--- config.mk ---
export PLATFORM = sky130hd
export DESIGN_NAME = sgi_oq
export DESIGN_NICKNAME = d
export VERILOG_FILES = /design/src/rtl/core/sgi_pkg.sv /design/src/rtl/core/sgi_oq.sv
export SDC_FILE = /design/constraint.sdc
export NUM_CORES = 1
export LEC_CHECK = 0
export BUFFER_PORTS_ARGS = -buffer_cell sky130_fd_sc_hd__clkbuf_2
export CAP_MARGIN = 20
export CORE_AREA = 2 2 261 263
export DETAILED_ROUTE_END_ITERATION = 8
export DIE_AREA = 0 0 263 265
export PLACE_DENSITY = 0.68
export SYNTH_ARGS = -nofsm -noshare
export SYNTH_HDL_FRONTEND = slang
export SYNTH_SLANG_ARGS = --single-unit
--- constraint.sdc ---
create_clock -name clk -period 9.95 [get_ports clk]
set_clock_uncertainty 0.15 [all_clocks]
set_input_delay 1.99 -clock clk [delete_from_list [all_inputs] [get_ports clk]]
set_output_delay 1.99 -clock clk [all_outputs]
set_load 0.005 [all_outputs]
--- src/rtl/core/sgi_pkg.sv ---
// sgi_pkg: shared types and constants for the segment gap inserter.
// Item structs, controller states, datapath commands and status.
// No dependencies.
package sgi_pkg;

  localparam int SZ_W = 32;                    // segment size/offset width
  localparam logic [SZ_W-1:0] NO_NEXT = '1;    // next_offset value meaning none

  localparam logic [1:0] CFG_AUTO_MODE      = 2'd0;
  localparam logic [1:0] CFG_FIXED_INTERVAL = 2'd1;
  localparam logic [1:0] CFG_FIXED_INSERT   = 2'd2;

  localparam logic       REQ_HEADER = 1'b0;
  localparam logic [1:0] KIND_SUMMARY = 2'd0;
  localparam logic [1:0] KIND_BYTE    = 2'd1;
  localparam logic [1:0] KIND_PAD     = 2'd2;

  localparam logic ST_OK  = 1'b0;
  localparam logic ST_OOB = 1'b1;

  typedef struct packed {
    logic            req_type;
    logic [SZ_W-1:0] segment_offset;
    logic [SZ_W-1:0] segment_size;
    logic [SZ_W-1:0] next_offset;
    logic [SZ_W-1:0] file_length;
    logic [SZ_W-1:0] prefix_bytes;
    logic [7:0]      data_byte;
  } sgi_in_t;

  typedef struct packed {
    logic [1:0]  result_kind;
    logic        status;
    logic [7:0]  out_byte;
    logic [31:0] pad_length;
    logic [31:0] insert_point;
    logic [31:0] size_padded;
    logic [31:0] ivl_chosen;
    logic [31:0] event_count;
    logic [31:0] pad_total;
    logic        last;
  } sgi_out_t;

  typedef enum logic [4:0] {
    S_IDLE, S_PREP, S_BRANCH, S_LOOP, S_WAIT_E, S_ST_N, S_WAIT_N, S_ST_S,
    S_WAIT_S, S_MUL_S, S_CMP, S_WAIT_F, S_MUL_F, S_CLAMP, S_FIN, S_FIN2,
    S_WAIT_B, S_SUM, S_DPAD
  } sgi_state_t;

  typedef enum logic [4:0] {
    OP_NONE, OP_LOAD, OP_DATA, OP_PREP, OP_SRCH_INIT, OP_DIV_E, OP_TAKE_E,
    OP_DIV_N, OP_TAKE_N, OP_DIV_S, OP_TAKE_S, OP_MUL_S, OP_CMP, OP_DIV_F,
    OP_TAKE_F, OP_MUL_F, OP_CLAMP, OP_FIN, OP_DIV_B, OP_TAKE_B, OP_SUM, OP_PAD
  } sgi_op_t;

  typedef struct packed {
    sgi_op_t op;
  } sgi_cmd_t;

  typedef struct packed {
    logic div_done;
    logic oob;
    logic plan_en;
    logic use_search;
    logic srch_more;
    logic ev_nz;
  } sgi_stat_t;

endpackage

--- src/rtl/core/sgi_oq.sv ---
// sgi_oq: four-entry result queue between datapath and output channel.
// Uses sgi_pkg for the result item type.
module sgi_oq
  import sgi_pkg::*;
(
  input  logic     clk,
  input  logic     rst_n,
  input  logic     push,
  input  sgi_out_t push_item,
  output logic     room,
  output logic     out_valid,
  input  logic     out_stall,
  output sgi_out_t out_item
);

  sgi_out_t   mem [4];
  logic [1:0] wr_r, rd_r;
  logic [2:0] cnt_r, cnt_nxt;
  logic       pop;

  assign pop       = out_valid && !out_stall;
  assign out_valid = (cnt_r != 3'd0);
  assign out_item  = mem[rd_r];
  assign room      = (cnt_r <= 3'd2);

  always_comb begin
    cnt_nxt = cnt_r + {2'b0, push} - {2'b0, pop};
  end

  always_ff @(posedge clk) begin
    if (push) mem[wr_r] <= push_item;
    if (!rst_n) begin
      wr_r  <= '0;
      rd_r  <= '0;
      cnt_r <= '0;
    end else begin
      if (push) wr_r <= wr_r + 2'd1;
      if (pop)  rd_r <= rd_r + 2'd1;
      cnt_r <= cnt_nxt;
    end
  end

`ifndef SYNTH
  a_cnt_max: assert property (@(posedge clk) disable iff (!rst_n) cnt_r <= 3'd4)
    else $error("result queue overfilled");
  a_no_push_full: assert property (@(posedge clk) disable iff (!rst_n)
    (cnt_r == 3'd4) |-> !push)
    else $error("push into full result queue");
  a_cnt_step: assert property (@(posedge clk) disable iff (!rst_n)
    (push && !pop) |=> (cnt_r == $past(cnt_r) + 3'd1))
    else $error("queue count did not follow push");
`endif

endmodule

**Word-level counts from Yosys, hierarchy flattened**

Memories as Yosys holds them, arrays and structs flattened. A register that Yosys moved wholly into a read port is not among the register bits.
Index checks and enable logic that the tools add are counted.

- Flip-flop bits (word level): 7
- Memory bits (writable): 816
- Input bits: 208
- Output and inout port bits: 206
- Word-level logic and storage cells: 16
- Memories kept: 1

- Add/subtract/negate cells: 4
- $lt $le $gt $ge: 1
- Mux-type cells: 4
- Reduce and logical (&&, ||, !) cells: 3

Memory list:

| memory | depth | bits a word | read ports | clocked after Yosys merged registers in | write ports | line | text |
|---|---|---|---|---|---|---|---|
| mem | 4 | 204 | 1 | 1 | 1 | sgi_oq.sv:16 | `sgi_out_t mem [4];` |

Operator list:

| kind | count |
|---|---|
| $add 2x1->2 const B | 2 |
| $mux 2 | 2 |
| $add 3x1->3 | 1 |
| $le 3x2->1 const B | 1 |
| $reduce_bool 3->1 | 1 |
| $sub 3x1->3 | 1 |
| $mux 1 | 2 |
| $logic_and 1x1->1 | 1 |
| $logic_not 1->1 | 1 |

**Logic depth before layout (Yosys ltp)**

- Depth in word-level cells: 4
- Gate-level depth with buffers: 9
- Mapped depth without buffers: 9

**Worst setup path after synthesis**

No wires, ideal clock.

- Path type: input to register
- Start point: in push
- End point: mem mem[0][0] in the netlist's numbering, enable pin
- Library setup time: 0.589 ns
- Arrival: 6.617 ns
- Required time: 9.211 ns
- Path slack: 2.594 ns
- Stages on the path: 1
- Buffers on the path: 0
- Cell sequence: and2_1

- Word-level cells in the longest chain between the ends: 2

RTL lines:

| what | line | text |
|---|---|---|
| start, declared | sgi_oq.sv:8 | `input logic push,` |
| $mux 1 | sgi_oq.sv:31 | `if (push) mem[wr_r] <= push_item;` |
| $mux 1 (not written as such) | sgi_oq.sv:31 |  |
| end, declared | sgi_oq.sv:16 |  |

Every way passes these cells.

==> impl_results.md <==
* Fill cells at between 5,000 and 6,000
* GRT Overall Usage at 16.7%
* RSZ-0062 raised after global routing: no
* Yosys reg bits at around 830
* Vias per inst at 5.30
* Clock Sinks at 825
* FF+latch area at about 25,000 um^2
* Register share of total power at around half
* # port buffers at between 400 and 500
* Syn Nets at roughly 1,300
* Status: finished, final reports clean
* Largest family of logic cells by synthesized area: multiplexers
* R2r worst-path depth at 4
* Gates resized, CTS repair at 0
* Xor-xnor portion of the synthesized cell area at 0.0586%
* Sw Share at 22.8%
* Logic pwr share at approximately 14%
* Num rows at 95
* Drt total wl at 58,300 um
* Clock Power Share at 38.1%
* Full die area at 69,700 um^2
* CP Capture Type: primary output
* WHS Path Cells at 2
* Yosys warns at 0
* Post-synthesis sequential area ratio at 82.5%
* Post-synthesis simple-gate area fraction at 0.297%
* Synthesized area at 29,900 um^2
* Post-route DRC at 0
* Req. time, crit path at 7810 ps
* Max Slew Vio Count at 0
* Iter 0 DRT Violations at 1,114
* H-tree levels at 3
* Post-route ant nets at 0
* Most Frequent Cell on Critical Path: buf_4
* Place WS at 4750 ps
* Adder-cell share of the synthesized area at 0.360%
* Synth Area per Inst at 26.9 um^2
* Largest net degree at the start of global routing at 149
* Final setup vio count at 0
* Layout area overhead at 19.7%
* Worst-path clk slew at 60 ps
* Final Hold Vio Count at 0
* CP Max Fanout at 55
* Critical path startpoint category: flip-flop
* Aggregate global routing overflow at 0
* Clock tree buffer depth at 3
* DP HPWL at approximately 34,000 um
* Setup TNS at 0 ps
* Worst-skew pair later-pin latency at 610 ps
* Slew @ Worst Pin at 1080 ps
* Placement Cell Area at 32,900 um^2
* Die height at between 200 and 300 um
* Mux contribution to synthesized area at between 10% and 20%
* Initial antenna violation count at 6
* Predominant post-synthesis flop cell: edfxtp_1
* Initial Utilization at 44.8%
* CP max-delay cell: buf_4
* Max cap viols at 0
* Area of the multi-input gates at 4870 um^2
* Ports at 414
* Vias in the first global route at 14,200
* Post-synth top area share at between 80% and 90%
* Synth area leaders: edfxtp_1, mux4_2, buf_6, dfxtp_1, buf_2
* Sw power at 1.93 mW
* First-pass GRT wire length at 87,800 um
* Post-route cell area at approximately 36,000 um^2
* Slew margin rel. at 28.0%
* Synth Area in Compound Gates at less than 1%
* FFs w/ async S/R, synth at 0%
* WP data arrival at 3650 ps
* Largest area contributor in the netlist: edfxtp_1
* Total CTS buffers at 85
* WS Path Type: flip-flop to primary output
* Slowest stage delay, CP at 800 ps
* Cell Chain, Critical Path: buf_4, buf_4, mux4_2, clkbuf_2
* Met1 track demand over resource at around 22%
* R2R Path End: mem[1][145]
* Synth Instances at 1,114
* Distinct cell type count after synthesis at 22
* Period utilization at 58.2%
* P per Cell Area at 237 nW/um^2
* CTS hold repair buffers at 0
* Core ar. at approximately 67,000 um^2
* Min setup slack post-route at a little over 4000 ps
* GPL Wtd Cong at 0.758
* Proportion of layout cells with a drive suffix above 1 at 46.0%
* Achievable frequency at 173 MHz
* Reg2Reg Setup Slack at 6920 ps
* HP Start: rd_r[1]
* TritonRoute pass-1 iters at 5
* Min-delay worst type: flip-flop to flip-flop
* Leading cell type in the layout, fill and taps excluded: edfxtp_1
* P_int at 6.54 mW
* Setup bufs post-CTS at 0
* Layout Nets at approximately 1,800
* Final worst path period need at 5790 ps
* Most frequent cells in the layout: edfxtp_1, clkbuf_2, mux4_2, clkbuf_16, clkinv_1
* Peak VDD IR at between 0.00015 and 0.0002 V
* P_leak at 12.0 nW
* Layer with the highest usage: met2
* Number of synthesized flops with an enable pin at approximately 800
* Die width at 263 um
* Via Count at 13,400
* TritonCTS clock tree: yes
* Met3 Use GR at 4.83%
* CTS Root Cell: clkbuf_16
* Reg2reg start: wr_r[0]
* Grt met2 use at 27.3%
* WL/cell at 23.1 um
stage by stage:
stage          util (%)  power (mW)  hold slack [ps]  instances
5_1_grt            53.6        8.79              378       2525
4_1_cts            53.6        8.58              342       2523
2_1_floorplan         -        4.89              295       1114
6_report           53.6        8.47              339       2525
3_5_place_dp       49.3        5.35              333       2368
3_3_place_gp       49.3        5.32              333       2368
synthesized netlist by cell type, drive strengths merged (2+ instances only):
| cell | n |
|---|---|
| nor2b | 2 |
| mux2i | 2 |
| inv | 8 |
| a21boi | 2 |
| and2 | 7 |
| clkbuf | 5 |
| xor2 | 2 |
| dfxtp | 9 |
| buf | 41 |
| mux4 | 204 |
| edfxtp | 816 |
| ha | 7 |
registers in the layout, summed over array words and instances (netlist names), named ones only:
name   flops
rd_r       2
cnt_r      3
mem      816
wr_r       2
worst max path at each step:
stage                     slack (ps)       endpoint  cells past startpoint
after floorplan                 2590      mem[0][0]                      1
after global placement          4780  out_item[173]                      4
after detailed placement        4750  out_item[173]                      4
after CTS                       4100  out_item[173]                      4
after global routing            4030  out_item[155]                      4
final                           4160  out_item[173]                      4
layout make-up:
| cell class | instances | area share, % |
|---|---|---|
| flip-flops and latches | 825 | 69.0 |
| well taps | 873 | 3.05 |
| inverters | 8 | 0.0839 |
| diodes | 2 | 0.0140 |
| repair buffers | 427 | 6.24 |
| clock inverters | 53 | 1.83 |
| multi-input cells | 235 | 13.6 |
| clock buffers | 102 | 6.21 |
layer usage:
layer	share of wire [%]	vias to the layer above
met5	0.074	-
met4	2.3	6
met3	7.5	93
met2	50	429
met1	40	7073
li1	-	5787
cells by family (layout without fill, tap and decap cells):
| kind of cell | Yosys count | in the layout |
|---|---|---|
| AO/OA/AOI/OAI | 4 | 4 |
| multiplexers | 206 | 206 |
| AND/OR/NAND/NOR | 15 | 15 |
| other | 0 | 2 |
| adder cells (fa/ha/maj) | 8 | 8 |
| flip-flops | 825 | 825 |
| buffers and inverters | 54 | 590 |
| XOR/XNOR | 2 | 2 |
power by group through the flow:
stage	Clock [mW]	Sequential, mW	Combinational, mW
after floorplan	0	4.13	0.758
after global placement	0	4.14	1.18
after detailed placement	0	4.15	1.20
after CTS	3.30	4.08	1.20
after global routing	3.43	4.09	1.27
final	3.23	4.07	1.17
worst max-delay path: cells and delay by family (launching register included):
family / cells / cell delay [ps]
mux: 1 / 450
flops: 1 / 780
buf+inv: 3 / 1720
(Power assumes the default switching activity.)
