<file path="config.mk">
export PLATFORM = sky130hd
export DESIGN_NAME = sgi_ctrl
export DESIGN_NICKNAME = d
export VERILOG_FILES = /design/src/rtl/core/sgi_pkg.sv /design/src/rtl/core/sgi_ctrl.sv
export SDC_FILE = /design/constraint.sdc
export NUM_CORES = 1
export LEC_CHECK = 0
export BUFFER_PORTS_ARGS = -buffer_cell sky130_fd_sc_hd__buf_2
export CAP_MARGIN = 10
export CORE_MARGIN = 3
export CORE_UTILIZATION = 23
export CTS_BUF_LIST = sky130_fd_sc_hd__clkbuf_2 sky130_fd_sc_hd__clkbuf_4 sky130_fd_sc_hd__clkbuf_8
export CTS_CLUSTER_DIAMETER = 200
export DETAILED_ROUTE_END_ITERATION = 10
export HOLD_SLACK_MARGIN = 0.12
export PLACE_DENSITY = 0.45
export SLEW_MARGIN = 20
export SYNTH_ARGS = -nofsm -noshare
export SYNTH_HDL_FRONTEND = slang
export SYNTH_SLANG_ARGS = --single-unit
</file>
<file path="constraint.sdc">
create_clock -name clk -period 2 [get_ports clk]
set_input_delay 0.4 -clock clk [delete_from_list [all_inputs] [get_ports clk]]
set_output_delay 0.4 -clock clk [all_outputs]
set_load 0.03 [all_outputs]
</file>
<file path="src/rtl/core/sgi_pkg.sv">
// sgi_pkg: shared types and constants for the segment gap inserter.
// Item structs, controller states, datapath commands and status.
// No dependencies.
package sgi_pkg;

  localparam int SZ_W = 32;                    // segment size/offset width
  localparam logic [SZ_W-1:0] NO_NEXT = '1;    // next_offset value meaning none

  localparam logic [1:0] CFG_AUTO_MODE      = 2'd0;
  localparam logic [1:0] CFG_FIXED_INTERVAL = 2'd1;
  localparam logic [1:0] CFG_FIXED_INSERT   = 2'd2;

  localparam logic       REQ_HEADER = 1'b0;
  localparam logic [1:0] KIND_SUMMARY = 2'd0;
  localparam logic [1:0] KIND_BYTE    = 2'd1;
  localparam logic [1:0] KIND_PAD     = 2'd2;

  localparam logic ST_OK  = 1'b0;
  localparam logic ST_OOB = 1'b1;

  typedef struct packed {
    logic            req_type;
    logic [SZ_W-1:0] segment_offset;
    logic [SZ_W-1:0] segment_size;
    logic [SZ_W-1:0] next_offset;
    logic [SZ_W-1:0] file_length;
    logic [SZ_W-1:0] prefix_bytes;
    logic [7:0]      data_byte;
  } sgi_in_t;

  typedef struct packed {
    logic [1:0]  result_kind;
    logic        status;
    logic [7:0]  out_byte;
    logic [31:0] pad_length;
    logic [31:0] insert_point;
    logic [31:0] size_padded;
    logic [31:0] ivl_chosen;
    logic [31:0] event_count;
    logic [31:0] pad_total;
    logic        last;
  } sgi_out_t;

  typedef enum logic [4:0] {
    S_IDLE, S_PREP, S_BRANCH, S_LOOP, S_WAIT_E, S_ST_N, S_WAIT_N, S_ST_S,
    S_WAIT_S, S_MUL_S, S_CMP, S_WAIT_F, S_MUL_F, S_CLAMP, S_FIN, S_FIN2,
    S_WAIT_B, S_SUM, S_DPAD
  } sgi_state_t;

  typedef enum logic [4:0] {
    OP_NONE, OP_LOAD, OP_DATA, OP_PREP, OP_SRCH_INIT, OP_DIV_E, OP_TAKE_E,
    OP_DIV_N, OP_TAKE_N, OP_DIV_S, OP_TAKE_S, OP_MUL_S, OP_CMP, OP_DIV_F,
    OP_TAKE_F, OP_MUL_F, OP_CLAMP, OP_FIN, OP_DIV_B, OP_TAKE_B, OP_SUM, OP_PAD
  } sgi_op_t;

  typedef struct packed {
    sgi_op_t op;
  } sgi_cmd_t;

  typedef struct packed {
    logic div_done;
    logic oob;
    logic plan_en;
    logic use_search;
    logic srch_more;
    logic ev_nz;
  } sgi_stat_t;

endpackage

</file>
<file path="src/rtl/core/sgi_ctrl.sv">
// sgi_ctrl: sequencer of the gap inserter; issues datapath commands.
// Uses sgi_pkg for states, commands and status.
module sgi_ctrl
  import sgi_pkg::*;
(
  input  logic      clk,
  input  logic      rst_n,
  input  logic      in_valid,
  input  logic      in_req_type,
  input  logic      room,
  input  sgi_stat_t stat,
  output logic      in_stall,
  output sgi_cmd_t  cmd
);

  sgi_state_t state_r, state_nxt;
  logic       acc;

  assign in_stall = !((state_r == S_IDLE) && room);
  assign acc      = in_valid && !in_stall;

  always_comb begin
    state_nxt = state_r;
    case (state_r)
      S_IDLE:   if (acc) state_nxt = (in_req_type == REQ_HEADER) ? S_PREP : S_DPAD;
      S_PREP:   state_nxt = S_BRANCH;
      S_BRANCH: begin
        if (stat.oob)             state_nxt = S_SUM;
        else if (!stat.plan_en)   state_nxt = S_FIN;
        else if (stat.use_search) state_nxt = S_LOOP;
        else                      state_nxt = S_WAIT_F;
      end
      S_LOOP:   state_nxt = stat.srch_more ? S_WAIT_E : S_FIN;
      S_WAIT_E: if (stat.div_done) state_nxt = S_ST_N;
      S_ST_N:   state_nxt = S_WAIT_N;
      S_WAIT_N: if (stat.div_done) state_nxt = S_ST_S;
      S_ST_S:   state_nxt = S_WAIT_S;
      S_WAIT_S: if (stat.div_done) state_nxt = S_MUL_S;
      S_MUL_S:  state_nxt = S_CMP;
      S_CMP:    state_nxt = S_LOOP;
      S_WAIT_F: if (stat.div_done) state_nxt = S_MUL_F;
      S_MUL_F:  state_nxt = S_CLAMP;
      S_CLAMP:  state_nxt = S_FIN;
      S_FIN:    state_nxt = S_FIN2;
      S_FIN2:   state_nxt = stat.ev_nz ? S_WAIT_B : S_SUM;
      S_WAIT_B: if (stat.div_done) state_nxt = S_SUM;
      S_SUM:    state_nxt = S_IDLE;
      S_DPAD:   state_nxt = S_IDLE;
      default:  state_nxt = S_IDLE;
    endcase
  end

  always_comb begin
    cmd.op = OP_NONE;
    case (state_r)
      S_IDLE:   if (acc) cmd.op = (in_req_type == REQ_HEADER) ? OP_LOAD : OP_DATA;
      S_PREP:   cmd.op = OP_PREP;
      S_BRANCH: begin
        if (!stat.oob && stat.plan_en)
          cmd.op = stat.use_search ? OP_SRCH_INIT : OP_DIV_F;
      end
      S_LOOP:   if (stat.srch_more) cmd.op = OP_DIV_E;
      S_WAIT_E: if (stat.div_done) cmd.op = OP_TAKE_E;
      S_ST_N:   cmd.op = OP_DIV_N;
      S_WAIT_N: if (stat.div_done) cmd.op = OP_TAKE_N;
      S_ST_S:   cmd.op = OP_DIV_S;
      S_WAIT_S: if (stat.div_done) cmd.op = OP_TAKE_S;
      S_MUL_S:  cmd.op = OP_MUL_S;
      S_CMP:    cmd.op = OP_CMP;
      S_WAIT_F: if (stat.div_done) cmd.op = OP_TAKE_F;
      S_MUL_F:  cmd.op = OP_MUL_F;
      S_CLAMP:  cmd.op = OP_CLAMP;
      S_FIN:    cmd.op = OP_FIN;
      S_FIN2:   if (stat.ev_nz) cmd.op = OP_DIV_B;
      S_WAIT_B: if (stat.div_done) cmd.op = OP_TAKE_B;
      S_SUM:    cmd.op = OP_SUM;
      S_DPAD:   cmd.op = OP_PAD;
      default:  cmd.op = OP_NONE;
    endcase
  end

  always_ff @(posedge clk) begin
    if (!rst_n) state_r <= S_IDLE;
    else        state_r <= state_nxt;
  end

`ifndef SYNTH
  a_acc_idle: assert property (@(posedge clk) disable iff (!rst_n)
    acc |-> (state_r == S_IDLE))
    else $error("item accepted outside idle");
  a_hdr_prep: assert property (@(posedge clk) disable iff (!rst_n)
    (acc && (in_req_type == REQ_HEADER)) |=> (state_r == S_PREP))
    else $error("header did not start planning");
  a_sum_idle: assert property (@(posedge clk) disable iff (!rst_n)
    (state_r == S_SUM) |=> (state_r == S_IDLE))
    else $error("summary not followed by idle");
`endif

endmodule

</file>
Word level (Yosys, flattened, before mapping)
Index checks and enable logic that the tools add are counted.
Widths: inputs -> output; s select.
Storage, ports and cells
  logic and storage cells: 57
  input port bits: 11
  output and inout port bits: 6
  register bits after elaboration: 5
Cells by class
  mux-type cells: 25
  reductions and logical operators: 7
  eq/ne operators: 24
Operators by type and width (count)
  $pmux 5 s19: 1
  $pmux 5 s17: 1
  $mux 5: 10
  $eq 5x4->1 const B: 8
  $mux 4: 8
  $eq 5x3->1 const B: 4
  $eq 5x5->1 const B: 3
  $ne 2x2->1 const B: 6
  $eq 5x2->1 const B: 2
  $mux 3: 2
  $reduce_and 6->1: 1
  $eq 5x1->1 const B: 1
  $logic_not 5->1: 1
  $mux 2: 2
  $logic_and 1x1->1: 3
  $logic_not 1->1: 2
  $mux 1: 1

Longest topological paths before layout
Gate-level depths: netlist (run 1).
  depth after elaboration: 5
  gate-level depth with buffers: 8
  depth with buffers taken out: 5

Worst setup path before layout (run 1)
Ideal clock, no wire load.
  path kind: flip-flop to output port
  from: register state_r[3]
  to: output cmd[0] (netlist bit)
  stages on the path, launching flop included: 6
  buffers on the path: 1
  data arrival time: 1.655 ns
  setup slack: -0.055 ns
  required time: 1.600 ns
  path through: dfxtp_1 -> buf_6 -> or3_4 -> nor3_4 -> nand2_1 -> o221ai_1
RTL lines
  from (decl): RTL line sgi_ctrl.sv:16  | sgi_state_t state_r, state_nxt;
  from (signal assigned): RTL line sgi_ctrl.sv:84  | else state_r <= state_nxt;
  to (decl): RTL line sgi_ctrl.sv:13  | output sgi_cmd_t cmd

==> metrics.txt, run 1 <==
# TYPE chip_impl_metric gauge
chip_impl_metric{name="share_of_cells_above_drive_strength_1",unit="%"} 38.8
chip_impl_metric{name="ioPinCount",unit=""} 17
chip_impl_info{name="critical_path.endpoint_type",value="output pin"} 1
chip_impl_info{name="leading_registers_by_flop_count",value="state_r x5"} 1
chip_impl_metric{name="drt_pre_antenna_iters",unit=""} 4
chip_impl_metric{name="grt_start_max_net_pins",unit=""} 21
chip_impl_metric{name="synth.yosys.seq_area_share",unit="%"} 12.2
chip_impl_metric{name="grt_pass1_wl",unit="mm"} 4.68
chip_impl_metric{name="drt_iter0_markers",unit=""} 87
chip_impl_metric{name="setup_viol",unit=""} 3
chip_impl_metric{name="placementRows",unit=""} 21
chip_impl_metric{name="nNetsFinal",unit=""} 164
chip_impl_info{name="run_status",value="finished, violations left"} 1
chip_impl_metric{name="avgViaCountPerCell",unit=""} 5.07
chip_impl_metric{name="max-slew-margin-rel",unit="%"} 76.4
chip_impl_metric{name="core_region_area",unit="um2"} 3390
chip_impl_metric{name="synth_enable_flop_cells",unit=""} 0
chip_impl_metric{name="power.density",unit="nW/um2"} 1400
chip_impl_metric{name="async_reset_ff_share",unit="%"} 0
chip_impl_metric{name="final-hold-violation-count",unit=""} 0
chip_impl_metric{name="synth_top_area_share",unit="%"} 12.2
chip_impl_info{name="rsz_0062_raised_after_global_routing",value="yes"} 1
chip_impl_metric{name="holdBufCountCts",unit=""} 0
chip_impl_metric{name="port_buffers",unit=""} 16
chip_impl_metric{name="fill_cells",unit=""} 383
chip_impl_metric{name="tightestPinTransition",unit="ps"} 345
chip_impl_metric{name="critPathArrivalTime",unit="ps"} 1690
chip_impl_metric{name="synthesis.yosys.warnings",unit=""} 0
chip_impl_metric{name="clk_pin_slew_worst_paths",unit="ps"} 50
chip_impl_metric{name="min_period",unit="ps"} 2090
chip_impl_info{name="failed_checks",value="setup timing"} 1
chip_impl_metric{name="clock-skew-final",unit="ps"} 7.52
chip_impl_metric{name="fmax",unit="MHz"} 479
chip_impl_metric{name="dp.final_hpwl",unit="mm"} 2.04
chip_impl_metric{name="final_antenna_net_count",unit=""} 0
chip_impl_metric{name="synthesis.area_per_instance",unit="um2"} 6.71
chip_impl_info{name="synth_top_cells_by_area",value="dfxtp_1 (12%), a21oi_1 (6.1%), nand2_1 (6.0%)"} 1
chip_impl_info{name="start_kind",value="flop"} 1
chip_impl_metric{name="critPathMaxFanout",unit=""} 7
chip_impl_metric{name="synth.ff_latch_count",unit=""} 5
chip_impl_metric{name="combined_area_of_the_multi_input_logic_cells",unit="um2"} 669
chip_impl_metric{name="routed_wl",unit="mm"} 2.78
chip_impl_info{name="yosys_top_cell_by_area",value="dfxtp_1"} 1
chip_impl_metric{name="irDropWorstVdd",unit="V"} 0.000725
chip_impl_metric{name="synth_cell_type_count",unit=""} 45
chip_impl_metric{name="antennaDiodeCount",unit=""} 0
chip_impl_info{name="synthMostInstantiatedCell",value="nand2_1"} 1
chip_impl_metric{name="r2r_setup_slack",unit="ps"} 270
chip_impl_metric{name="p_leak",unit="uW"} 0.000462
chip_impl_metric{name="fin_util",unit="%"} 34.8
chip_impl_metric{name="cell_area_synth",unit="um2"} 818
chip_impl_info{name="yosys-top-cells-count",value="nand2_1 (13), a21oi_1 (10), nor2_1 (10)"} 1
chip_impl_info{name="timing.hold.worst.class",value="input port to flop"} 1
chip_impl_metric{name="netlist_instances",unit=""} 122
chip_impl_metric{name="setup-tns-final",unit="ps"} -132
chip_impl_metric{name="gpl.final_weighted_congestion",unit=""} 0.807
chip_impl_metric{name="route.detailed.wl_per_inst",unit="um"} 14.0
chip_impl_metric{name="synthToLayoutAreaGrowth",unit="%"} 44.0
chip_impl_info{name="worstSetupPathType",value="flop to output pin"} 1
chip_impl_metric{name="grt.total_usage",unit="%"} 13.8
chip_impl_info{name="largest-register",value="state_r"} 1
chip_impl_metric{name="whs",unit="ps"} 428
chip_impl_metric{name="cts.sink_count",unit=""} 5
chip_impl_metric{name="synth_fp_nets",unit=""} 133
chip_impl_metric{name="worst_skew_pair_latency",unit="ps"} 260
chip_impl_metric{name="vias_after_detailed_routing",unit=""} 1003
chip_impl_metric{name="die_width",unit="um"} 65.6
chip_impl_info{name="tritoncts",value="yes"} 1
chip_impl_info{name="clock_tree.root_cell",value="clkbuf_4"} 1
chip_impl_metric{name="post_route_standard_cell_area_excluding_fillers",unit="um2"} 1180
chip_impl_info{name="ys.flop_type",value="dfxtp_1"} 1
chip_impl_metric{name="gr-total-overflow",unit=""} 0
chip_impl_metric{name="floorplan.die.height",unit="um"} 65.6
chip_impl_metric{name="cp.required",unit="ps"} 1600
chip_impl_metric{name="worst_slack",unit="ps"} -88.2
chip_impl_metric{name="place_area",unit="um2"} 1030
chip_impl_metric{name="htree_num_levels",unit=""} 1
chip_impl_metric{name="total_die_area",unit="um2"} 4310
chip_impl_metric{name="drc",unit=""} 0
chip_impl_metric{name="seq_area",unit="um2"} 113
chip_impl_metric{name="slew_viol_final",unit=""} 0
chip_impl_metric{name="initial_utilization",unit="%"} 24.1
chip_impl_metric{name="cts_buffer_depth",unit=""} 2
chip_impl_metric{name="min_period_over_period",unit="%"} 104
chip_impl_metric{name="grt_pass1_vias",unit=""} 993
chip_impl_metric{name="number_of_antenna_violations_at_the_first_check_in_global_routing",unit=""} 0
chip_impl_metric{name="cts_bufs_inserted",unit=""} 3
chip_impl_metric{name="maxCapViolCount",unit=""} 0
chip_impl_metric{name="flip_flop_count_of_the_largest_register_all_copies_and_words_added",unit=""} 5
## worst max-delay path, stage by stage, from the launching register on
cell,delay (ps)
dfxtp_4,370
or3_4,380
nor3_4,160
nor3b_4,220
nor2_2,80
o221ai_2,70
buf_6,160
## layout make-up
class / instances / share of cell area, %
multi-input combinational: 100 / 56.8
clock buffer: 4 / 2.55
sequential: 5 / 9.55
inverter: 5 / 1.59
timing repair buffer: 38 / 24.6
tap: 46 / 4.88
## cells by family (layout without fill, tap and decap cells)
logic type | count (synthesis) | after routing | synth area share, %
simple gates | 53 | 53 | 36.7
compound gates | 44 | 44 | 35.3
buf+inv | 17 | 47 | 11.5
flops | 5 | 5 | 12.2
xor+xnor | 2 | 2 | 3.06
mux | 1 | 1 | 1.22
## metrics by stage
| stage | setup WS [ps] | instances | total power, uW |
|---|---|---|---|
| after floorplan | 96.7 | 122 | 905 |
| after global placement | 35.7 | 188 | 1260 |
| after detailed placement | 40.4 | 188 | 1260 |
| after CTS | -75.1 | 197 | 1590 |
| after global routing | -152 | 198 | 1780 |
| final | -88.2 | 198 | 1650 |
## report_power, final
part	switching [uW]	internal (uW)	leakage [uW]
clock network	53.7	89.8	0.0000184
registers	53.4	142	0.0000434
logic	653	662	0.000400
total	760	894	0.000462
## worst paths after layout
path | startpoint | to | cells after the start
max | state_r[2]$_SDFFE_PN0P_ | cmd[0] | 6
min | rst_n | state_r[3]$_SDFFE_PN0P_ | 2
max reg2reg | state_r[3]$_SDFFE_PN0P_ | state_r[1]$_SDFFE_PN0P_ | 6
min reg2reg | state_r[4]$_SDFFE_PN0P_ | state_r[4]$_SDFFE_PN0P_ | 2
## layer usage
layer / vias up / GRT usage, % / part of all wire, %
met5: - / 0 / 0
met4: 0 / 2.33 / 0.54
met3: 2 / 2.74 / 6.0
met2: 36 / 23.4 / 47
met1: 454 / 18.2 / 47
li1: 511 / - / -
## cells in the final DEF, fill, tap and decap left out, types with 3 or more instances in the layout
cell type / instances
o21ai_0: 6
nor2_1: 9
clkbuf_4: 4
buf_4: 19
a21oi_1: 9
nand2b_1: 5
nor2b_1: 3
dfxtp_4: 3
o22ai_1: 6
buf_2: 12
nand2_1: 12
buf_6: 6
inv_1: 4
and2_1: 4
nand3_1: 3
## what timing repair did
action	CTS	global route
buffers inserted	5	1
gates cloned	0	0
pin swaps	5	3
endpoints found under the setup margin	6	5
gates resized for setup	18	7
No activity file was read; power rests on OpenSTA's default activity.
==> run 2, diff against run 1 <==
--- a/config.mk
+++ b/config.mk
@@ -7,13 +7,15 @@
 export LEC_CHECK = 0
 export BUFFER_PORTS_ARGS = -buffer_cell sky130_fd_sc_hd__buf_2
 export CAP_MARGIN = 10
+export CELL_PAD_IN_SITES_DETAIL_PLACEMENT = 0
+export CELL_PAD_IN_SITES_GLOBAL_PLACEMENT = 1
 export CORE_MARGIN = 3
 export CORE_UTILIZATION = 23
 export CTS_BUF_LIST = sky130_fd_sc_hd__clkbuf_2 sky130_fd_sc_hd__clkbuf_4 sky130_fd_sc_hd__clkbuf_8
-export CTS_CLUSTER_DIAMETER = 200
+export CTS_CLUSTER_DIAMETER = 30
 export DETAILED_ROUTE_END_ITERATION = 10
 export HOLD_SLACK_MARGIN = 0.12
-export PLACE_DENSITY = 0.45
+export PLACE_DENSITY = 0.57
 export SLEW_MARGIN = 20
 export SYNTH_ARGS = -nofsm -noshare
 export SYNTH_HDL_FRONTEND = slang
==> run 2 against run 1 <==
Net effect:
- clock power down 6%
- setup slack better by 5.2 ps
- highest routed layer unchanged
- utilization up 1.1 points
- the flow still finishes with violations (setup timing)
- largest cell class unchanged
- global-route usage down 0.24 points
- clock skew down 1.5 ps
- largest power group unchanged
- maximum frequency up 0.25%
==> metrics.txt, run 2 (synthesis gave the netlist of run 1 again) <==
# TYPE chip_impl_metric gauge
chip_impl_metric{name="gpl.final_weighted_congestion",unit=""} 0.849
chip_impl_metric{name="maxCapViolCount",unit=""} 0
chip_impl_metric{name="critPathArrivalTime",unit="ps"} 1680
chip_impl_metric{name="share_of_cells_above_drive_strength_1",unit="%"} 41.1
chip_impl_metric{name="post_route_standard_cell_area_excluding_fillers",unit="um2"} 1210
chip_impl_metric{name="cts.sink_count",unit=""} 5
chip_impl_metric{name="hold_path_stages",unit=""} 2
chip_impl_metric{name="number_of_antenna_violations_at_the_first_check_in_global_routing",unit=""} 0
chip_impl_metric{name="r2r_setup_slack",unit="ps"} 270
chip_impl_metric{name="p_leak",unit="uW"} 0.000471
chip_impl_metric{name="drt_pre_antenna_iters",unit=""} 4
chip_impl_info{name="largest-register",value="state_r"} 1
chip_impl_info{name="tritoncts",value="yes"} 1
chip_impl_metric{name="die_width",unit="um"} 65.6
chip_impl_metric{name="floorplan.die.height",unit="um"} 65.6
chip_impl_info{name="rsz_0062_raised_after_global_routing",value="yes"} 1
chip_impl_metric{name="route.detailed.wl_per_inst",unit="um"} 14.0
chip_impl_metric{name="setup_viol",unit=""} 4
chip_impl_metric{name="drt_iter0_markers",unit=""} 68
chip_impl_info{name="worst_reg2reg_startpoint",value="state_r[3]$_SDFFE_PN0P_"} 1
chip_impl_metric{name="critPathMaxFanout",unit=""} 2
chip_impl_info{name="leading_registers_by_flop_count",value="state_r x5"} 1
chip_impl_info{name="crit_path_start",value="state_r[4]$_SDFFE_PN0P_"} 1
chip_impl_info{name="layout_commonest_cell",value="buf_4"} 1
chip_impl_metric{name="slew_viol_final",unit=""} 0
chip_impl_metric{name="min_period_over_period",unit="%"} 104
chip_impl_info{name="crit-reg2reg-capture",value="state_r[1]$_SDFFE_PN0P_"} 1
chip_impl_info{name="run_status",value="finished, violations left"} 1
chip_impl_metric{name="gr-total-overflow",unit=""} 0
chip_impl_info{name="layout_common_cells",value="buf_4 (15), nand2_1 (11), a21oi_1 (10), buf_2 (10), buf_6 (10)"} 1
chip_impl_metric{name="cp.required",unit="ps"} 1600
chip_impl_info{name="failed_checks",value="setup timing"} 1
chip_impl_metric{name="synthToLayoutAreaGrowth",unit="%"} 48.5
chip_impl_metric{name="tightestPinTransition",unit="ps"} 479
chip_impl_info{name="start_kind",value="flop"} 1
chip_impl_metric{name="clk_pin_slew_worst_paths",unit="ps"} 40
chip_impl_metric{name="min_period",unit="ps"} 2080
chip_impl_metric{name="reg2regPathDepth",unit=""} 6
chip_impl_metric{name="worst_skew_pair_latency",unit="ps"} 250
chip_impl_metric{name="worst_slack",unit="ps"} -83.0
chip_impl_metric{name="post_layout_total_power",unit="uW"} 1650
chip_impl_metric{name="htree_num_levels",unit=""} 1
chip_impl_metric{name="irDropWorstVdd",unit="V"} 0.000551
chip_impl_metric{name="seq_area",unit="um2"} 111
chip_impl_metric{name="final_antenna_net_count",unit=""} 0
chip_impl_info{name="clock_tree.root_cell",value="clkbuf_4"} 1
chip_impl_metric{name="grt_start_max_net_pins",unit=""} 27
chip_impl_metric{name="grt_pass1_wl",unit="mm"} 4.55
chip_impl_info{name="worstSetupPathType",value="flop to output pin"} 1
chip_impl_metric{name="vias_after_detailed_routing",unit=""} 1016
chip_impl_metric{name="core_region_area",unit="um2"} 3390
chip_impl_metric{name="combined_area_of_the_multi_input_logic_cells",unit="um2"} 682
chip_impl_info{name="critPathSlowestCell",value="or3_4"} 1
chip_impl_metric{name="drc",unit=""} 0
chip_impl_metric{name="setup-tns-final",unit="ps"} -153
chip_impl_info{name="path_cells",value="or3_4 -> nor3_4 -> nor3b_4 -> nor2_2 -> o221ai_2 -> buf_6"} 1
chip_impl_metric{name="cts_bufs_inserted",unit=""} 3
chip_impl_metric{name="cts_buffer_depth",unit=""} 2
chip_impl_info{name="endpoint",value="cmd[0]"} 1
chip_impl_metric{name="placementRows",unit=""} 21
chip_impl_metric{name="clock-skew-final",unit="ps"} 5.97
chip_impl_metric{name="grt_pass1_vias",unit=""} 987
chip_impl_metric{name="final-hold-violation-count",unit=""} 0
chip_impl_metric{name="dp.final_hpwl",unit="mm"} 2.05
chip_impl_info{name="critical_path.endpoint_type",value="output pin"} 1
chip_impl_metric{name="max-slew-margin-rel",unit="%"} 67.7
chip_impl_metric{name="fmax",unit="MHz"} 480
chip_impl_metric{name="routed_wl",unit="mm"} 2.75
chip_impl_metric{name="total_die_area",unit="um2"} 4310
chip_impl_metric{name="nNetsFinal",unit=""} 163
chip_impl_metric{name="port_buffers",unit=""} 16
chip_impl_metric{name="grt.total_usage",unit="%"} 13.6
chip_impl_metric{name="power.density",unit="nW/um2"} 1350
chip_impl_metric{name="place_area",unit="um2"} 1020
chip_impl_metric{name="fill_cells",unit=""} 378
chip_impl_metric{name="flip_flop_count_of_the_largest_register_all_copies_and_words_added",unit=""} 5
chip_impl_metric{name="avgViaCountPerCell",unit=""} 5.16
chip_impl_metric{name="antennaDiodeCount",unit=""} 0
chip_impl_info{name="timing.hold.worst.class",value="input port to flop"} 1
chip_impl_metric{name="timing.critical_path.slowest_cell_delay",unit="ps"} 420
chip_impl_metric{name="initial_utilization",unit="%"} 24.1
chip_impl_metric{name="ioPinCount",unit=""} 17
-- run 2: cell types whose count changed in the layout (fill, tap and decap cells not counted), sizes merged --
cell	change
buf	-1
-- run 2: layout make-up --
class                           instances  share of cell area [%]
Tap cell                               46                    4.74
Multi-Input combinational cell        100                    56.1
Sequential cell                         5                    9.17
Clock buffer                            4                    2.47
Inverter                                5                    1.54
Timing Repair Buffer                   37                    26.0
-- run 2: metal layers --
layer  vias up  track usage, %  wire length, um
met1       473            17.5             1320
met2        33            22.2             1270
met5         -               0                0
met4         0            6.74               27
met3         2            1.54              140
li1        508               -                -
-- run 2: what timing repair did --
action | CTS | global route
cloned | 0 | 0
hold buffers | 0 | 0
pin swaps | 7 | 1
setup buffers | 6 | 2
resized for setup | 23 | 13
endpoints found under the setup margin | 4 | 6
-- run 2: power breakdown --
part	total (uW)	internal [uW]	switching [uW]	leakage [uW]
clock network	136	89.3	46.4	0.0000184
registers	176	140	36.0	0.0000436
logic	1330	664	670	0.000409
total	1650	893	752	0.000471
-- run 2: worst min path at each step --
| stage | start | endpoint | slack [ps] |
|---|---|---|---|
| global route | rst_n | state_r[3]$_SDFFE_PN0P_ | 450 |
| global placement | state_r[4]$_SDFFE_PN0P_ | state_r[4]$_SDFFE_PN0P_ | 650 |
| detailed placement | state_r[4]$_SDFFE_PN0P_ | state_r[4]$_SDFFE_PN0P_ | 640 |
| CTS | rst_n | state_r[2]$_SDFFE_PN0P_ | 420 |
| floorplan | rst_n | state_r[2]$_SDFFE_PN0P_ | 520 |
| finish | rst_n | state_r[2]$_SDFFE_PN0P_ | 430 |
-- run 2: critical path: cells and delay by family, from the launching register on --
kind	cells	cell delay, ps
AOI/OAI and AO/OA	1	60
buffers and inverters	1	160
DFF	1	310
and+or+nand+nor	4	910
-- run 2: stage by stage --
| step | hold WS [ps] | cells | utilization, % | setup slack [ps] |
|---|---|---|---|---|
| 2_1_floorplan | 522 | 122 | - | 96.7 |
| 3_3_place_gp | 645 | 185 | 30.0 | 27.9 |
| 3_5_place_dp | 638 | 185 | 30.0 | 57.6 |
| 4_1_cts | 422 | 195 | 34.3 | -92.9 |
| 5_1_grt | 452 | 197 | 35.8 | -162 |
| 6_report | 431 | 197 | 35.8 | -83.0 |
